## src/rtl/hnil_pkg.sv

```systemverilog
// Package for the hashed name index lookup block.
// Holds shared sizes, payload structs, codes and the controller/datapath interface types.
package hnil_pkg;

  localparam int ENTRIES   = 1024;
  localparam int MAX_NAME  = 64;
  localparam int IDX_W     = $clog2(ENTRIES);
  localparam int CNT_W     = IDX_W + 1;
  localparam int POS_W     = $clog2(MAX_NAME);
  localparam int NAME_D    = ENTRIES * MAX_NAME;
  localparam logic [31:0] FNV_BASIS = 32'd2166136261;
  localparam logic [31:0] FNV_PRIME = 32'd16777619;

  localparam logic [1:0] CMD_HDR   = 2'd0;
  localparam logic [1:0] CMD_NAME  = 2'd1;
  localparam logic [1:0] CMD_QUERY = 2'd2;

  localparam logic [1:0] ST_FOUND   = 2'd0;
  localparam logic [1:0] ST_MISS    = 2'd1;
  localparam logic [1:0] ST_NONAME  = 2'd2;
  localparam logic [1:0] ST_CORRUPT = 2'd3;

  localparam logic CFG_COUNT = 1'b0;
  localparam logic CFG_SIZE  = 1'b1;

  typedef struct packed {
    logic [1:0]  cmd;
    logic [9:0]  entry_index;
    logic [31:0] name_hash;
    logic [47:0] entry_offset;
    logic [31:0] entry_size;
    logic [6:0]  entry_name_len;
    logic [5:0]  byte_pos;
    logic [7:0]  byte_value;
    logic        byte_valid;
    logic        last;
  } in_item_t;

  typedef struct packed {
    logic [1:0]  status;
    logic [47:0] data_offset;
    logic [31:0] data_size;
    logic [9:0]  found_index;
  } out_item_t;

  typedef enum logic [3:0] {
    S_IDLE, S_BS_RD, S_BS_CMP, S_BK_RD, S_BK_CMP, S_FW_RD, S_FW_CMP,
    S_NM_RD, S_NM_CMP, S_RES_RD, S_RES_SUM, S_OUT
  } state_t;

  // controller -> datapath
  typedef struct packed {
    logic bs_init;     // lo=0, hi=count
    logic rd_mid;      // read hash at mid
    logic go_lo;       // lo = mid+1
    logic go_hi;       // hi = mid
    logic scan_init;   // scan = mid
    logic rd_prev;     // read hash at scan-1
    logic scan_dec;
    logic rd_scan;     // read hash/len at scan
    logic nm_init;     // name pos = 0
    logic nm_inc;
    logic scan_inc;
    logic sum;         // compute end compare
    logic set_miss;
    logic set_noname;
    logic set_hit;
  } cmd_t;

  // datapath -> controller
  typedef struct packed {
    logic lo_lt_hi;
    logic h_lt;
    logic h_eq;
    logic scan_gt_lo;
    logic scan_lt_cnt;
    logic len_ok;      // stored len == query len, query len <= MAX_NAME, last read not scan-1
    logic nm_done;     // all bytes compared
    logic byte_eq;
  } stat_t;

endpackage

```

## src/rtl/hnil_ctrl.sv

```systemverilog
// Search controller for the hashed name index lookup.
// Uses hnil_pkg; drives hnil_dp through cmd_t and reads stat_t.
module hnil_ctrl
  import hnil_pkg::*;
(
  input  logic   clk,
  input  logic   rst_n,
  input  logic   start,
  input  logic   out_taken,
  input  stat_t  st,
  output cmd_t   cm,
  output logic   busy,
  output logic   out_full
);

  state_t state_r, state_nxt;

  always_ff @(posedge clk) begin
    if (!rst_n) begin
      state_r <= S_IDLE;
    end else begin
      state_r <= state_nxt;
    end
  end

  // next state and commands
  always_comb begin
    state_nxt = state_r;
    cm        = '0;
    busy      = 1'b1;
    out_full  = 1'b0;
    case (state_r)
      S_IDLE: begin
        busy = 1'b0;
        if (start) begin
          cm.bs_init = 1'b1;
          state_nxt  = S_BS_RD;
        end
      end
      S_BS_RD: begin
        if (st.lo_lt_hi) begin
          cm.rd_mid = 1'b1;
          state_nxt = S_BS_CMP;
        end else begin
          cm.set_miss = 1'b1;
          state_nxt   = S_OUT;
        end
      end
      S_BS_CMP: begin
        if (st.h_eq) begin
          cm.scan_init = 1'b1;
          state_nxt    = S_BK_RD;
        end else if (st.h_lt) begin
          cm.go_lo  = 1'b1;
          state_nxt = S_BS_RD;
        end else begin
          cm.go_hi  = 1'b1;
          state_nxt = S_BS_RD;
        end
      end
      S_BK_RD: begin
        if (st.scan_gt_lo) begin
          cm.rd_prev = 1'b1;
          state_nxt  = S_BK_CMP;
        end else begin
          state_nxt = S_FW_RD;
        end
      end
      S_BK_CMP: begin
        if (st.h_eq) begin
          cm.scan_dec = 1'b1;
          state_nxt   = S_BK_RD;
        end else begin
          state_nxt = S_FW_RD;
        end
      end
      S_FW_RD: begin
        if (st.scan_lt_cnt) begin
          cm.rd_scan = 1'b1;
          state_nxt  = S_FW_CMP;
        end else begin
          cm.set_noname = 1'b1;
          state_nxt     = S_OUT;
        end
      end
      S_FW_CMP: begin
        if (!st.h_eq) begin
          cm.set_noname = 1'b1;
          state_nxt     = S_OUT;
        end else if (st.len_ok) begin
          cm.nm_init = 1'b1;
          state_nxt  = S_NM_RD;
        end else begin
          cm.scan_inc = 1'b1;
          state_nxt   = S_FW_RD;
        end
      end
      S_NM_RD: begin
        if (st.nm_done) begin
          state_nxt = S_RES_RD;
        end else begin
          state_nxt = S_NM_CMP;
        end
      end
      S_NM_CMP: begin
        if (st.byte_eq) begin
          cm.nm_inc = 1'b1;
          state_nxt = S_NM_RD;
        end else begin
          cm.scan_inc = 1'b1;
          state_nxt   = S_FW_RD;
        end
      end
      S_RES_RD: begin
        cm.sum    = 1'b1;
        state_nxt = S_RES_SUM;
      end
      S_RES_SUM: begin
        cm.set_hit = 1'b1;
        state_nxt  = S_OUT;
      end
      S_OUT: begin
        out_full = 1'b1;
        if (out_taken) begin
          state_nxt = S_IDLE;
        end
      end
      default: state_nxt = S_IDLE;
    endcase
  end

endmodule

```

## config.mk

```make
export PLATFORM = sky130hd
export DESIGN_NAME = hnil_ctrl
export DESIGN_NICKNAME = d
export VERILOG_FILES = /design/src/rtl/hnil_pkg.sv /design/src/rtl/hnil_ctrl.sv
export SDC_FILE = /design/constraint.sdc
export NUM_CORES = 1
export LEC_CHECK = 0
export ABC_AREA = 1
export BUFFER_PORTS_ARGS = -buffer_cell sky130_fd_sc_hd__buf_2
export CORE_AREA = 2 2 39 41
export DETAILED_ROUTE_END_ITERATION = 16
export DIE_AREA = 0 0 41 43
export PLACE_DENSITY = 0.68
export SLEW_MARGIN = 25
export SYNTH_ARGS = -nofsm -noshare
export SYNTH_HDL_FRONTEND = slang
export SYNTH_SLANG_ARGS = --single-unit
```

## constraint.sdc

```tcl
create_clock -name clk -period 1.72 [get_ports clk]
set_clock_uncertainty 0.2 [all_clocks]
set_input_delay 0.172 -clock clk [delete_from_list [all_inputs] [get_ports clk]]
set_output_delay 0.172 -clock clk [all_outputs]
set_load 0.02 [all_outputs]
```

==> impl_metrics.toml <==
[place]
dp_cells = 136
gp_congestion = 0.868
dp_hpwl_um = 1050
port_buffers = 28

[clock_tree]
htreeDepth = 1
clockRootBuffer = "clkbuf_4"
clock_insertion_delay_worst_skew_ns = 0.24
cts_tree = "yes"
cts.sinks = 4
numCtsBuffers = 3
cts_buffer_depth = 2
clkTransAtPathRegs_ns = 0.04

[global_routing]
grt_overflow = 0
grt_pass1_vias = 552
grt_pass1_wl_um = 2040
grtUsageTotal_pct = 16.8
antenna_found_initial = 0
grt_max_degree = 8

[finish]
largest_reg_flops = 4
top_register = "state_r"
reg_top3 = "state_r: 4 flops"
antenna_cells = 0
area_growth_syn_to_layout_pct = 45.9
fin_cells = 141
drive_gt1_share_pct = 33.6
final_nets = 139

[synth]
synth_area_per_cell_sq_um = 4.98
ys_types = 16
ys_ff_latch = 4
synth_cells = 92
synth_nets = 104
ys.warnings.count = 0
synth_area_sq_um = 458
ys_seq_area_share_pct = 17.5

[route]
dr_wl_met3_um = 67
drt_iter0_drc = 13
drt_wl_total_um = 1260
ant_nets = 0
drc_errors = 0
dr.pass1.iters = 5
highest_layer = "met4"
met1_length_um = 515
wire_per_inst_um = 8.92
wl_met2_um = 642
post_drt_via_cell_ratio = 4.66
dr_total_vias = 657

[critical_path]
worstReg2RegStart = "state_r[3]"
arrival_ns = 1.33
crit_path_max_fanout = 5
worst-path-stages = 5
reg2reg_slack_ns = 0.28
path_buf_inv = 2
reg2reg_depth = 8
cp_top_family = "flip-flops"
crit_slowest_cell = "dfxtp_1"
required_ns = 1.35
endpoint_kind = "output pin"
max_stage_delay_ns = 0.44
cp-start-kind = "register"
path_cells = "inv_2 -> nor2_1 -> nand2_1 -> o32ai_1 -> buf_2"
r2r_end = "state_r[1]"
crit_type = "reg -> out"

[pwr]
power.share.sequential_pct = 22.6
combPwrFrac_pct = 57.5
swShare_pct = 49.3
ir_drop_mv = 0.679
p_leak_uw = 0.000437
p_int_uw = 310
power_frac_clock_pct = 19.9
power_density_mw_per_mm2 = 914
power_switching_uw = 301
total_power_uw = 611

[floorplan]
io_pins = 29
die-width_um = 41
core-area_sq_mm = 0.00138
die_h_um = 43
initial_core_util_pct = 33.1
dieArea_sq_mm = 0.00176
rows = 14

[timing]
final-hold-violation-count = 0
min_period_over_period_pct = 98.9
worst_hold_slack_ns = 0.0523
fmax_mhz = 588
slew_viol_final = 0
setup_viol = 0
worst_pin_slew_ns = 0.257
rsz0062_at_grt = "true"
min_period_ns = 1.70
relSlewSlack_pct = 82.8

[worst_hold_path]
min_path_cells = 4
holdPathEnd = "state_r[0]"
hold_path.class = "in -> reg"
hold_path_startpoint = "out_taken"

[run]
maxCapViolCount = 0

[status]
status = "finished clean"
## power by group through the flow
stage	sequential (uW)	combinational (uW)	clock, uW
2_1_floorplan	134	242	0
6_report	138	351	122
5_1_grt	141	395	128
3_3_place_gp	136	338	0
3_5_place_dp	138	337	0
4_1_cts	137	342	127
## cell usage after synthesis
cell       n  area share [%]
nor2_1    22              18
a21oi_1    2             2.2
nand2_1   21              17
o32ai_1    1             1.9
nor3_1     2             2.2
o21bai_1   1             1.6
nand3_1    7             7.6
nand4_1    1             1.4
dfxtp_1    4              17
inv_1     18              15
o21ai_1    2             2.2
inv_2      3             2.5
o21ai_0    2             2.2
nand2_2    3             4.1
o21ai_2    1             1.9
nor2_2     2             2.7
## cells by family after synthesis
| logic type | synth area share [%] |
|---|---|
| buffers and inverters | 17.2 |
| DFF | 17.5 |
| and+or+nand+nor | 53.3 |
| AOI/OAI and AO/OA | 12.0 |
## worst max path at each step
stage          startpoint          to
6_report       state_r[3]       cm[4]
5_1_grt        state_r[0]       cm[1]
4_1_cts        state_r[1]       cm[4]
3_5_place_dp   state_r[2]       cm[4]
3_3_place_gp   state_r[1]  state_r[1]
2_1_floorplan  state_r[2]       cm[4]
## placed cells by master, fill, tap and decap left out, drive strengths merged
| cell type | count |
|---|---|
| o32ai | 1 |
| buf | 29 |
| nand4 | 1 |
| clkbuf | 3 |
| dlygate4sd3 | 1 |
| nand2 | 24 |
| a21oi | 2 |
| nand3 | 7 |
| inv | 21 |
| nor2 | 24 |
| o21bai | 1 |
| o21ai | 5 |
| dfxtp | 4 |
| nor3 | 2 |
## tightest hold or removal path, cell delays in order
cell	delay, ns
buf_2	0.07
inv_1	0.03
nand2_2	0.09
a21oi_1	0.07
## routing by layer
| metal | track usage (%) | vias to the layer above |
|---|---|---|
| met2 | 25.0 | 24 |
| met5 | 0 | - |
| met3 | 3.14 | 4 |
| li1 | - | 348 |
| met1 | 21.2 | 281 |
| met4 | 10.0 | 0 |
## repair_timing
action,in CTS,in global routing
hold buffers,1,0
hold endpoints to repair,4,0
buffers inserted,0,1
endpoints found under the setup margin,1,5
resized for setup,1,2
## through the flow
stage          area (sq um)  utilization [%]  setup slack (ns)  TNS [ns]
6_report                668             48.3            0.0191         0
5_1_grt                 668             48.3           -0.0520    -0.144
4_1_cts                 656             47.4            0.0247         0
3_5_place_dp            618             44.7             0.252         0
3_3_place_gp            618             44.7             0.285         0
2_1_floorplan           458                -             0.128         0
## area by class of cell
| class | instances | area, sq um |
|---|---|---|
| tap | 16 | 20.0 |
| sequential | 4 | 80.1 |
| timing repair buffer | 30 | 160 |
| multi-input combinational | 67 | 307 |
| clock buffer | 3 | 22.5 |
| inverter | 21 | 78.8 |
| fill | 149 | 716 |
(Power assumes the default switching activity.)
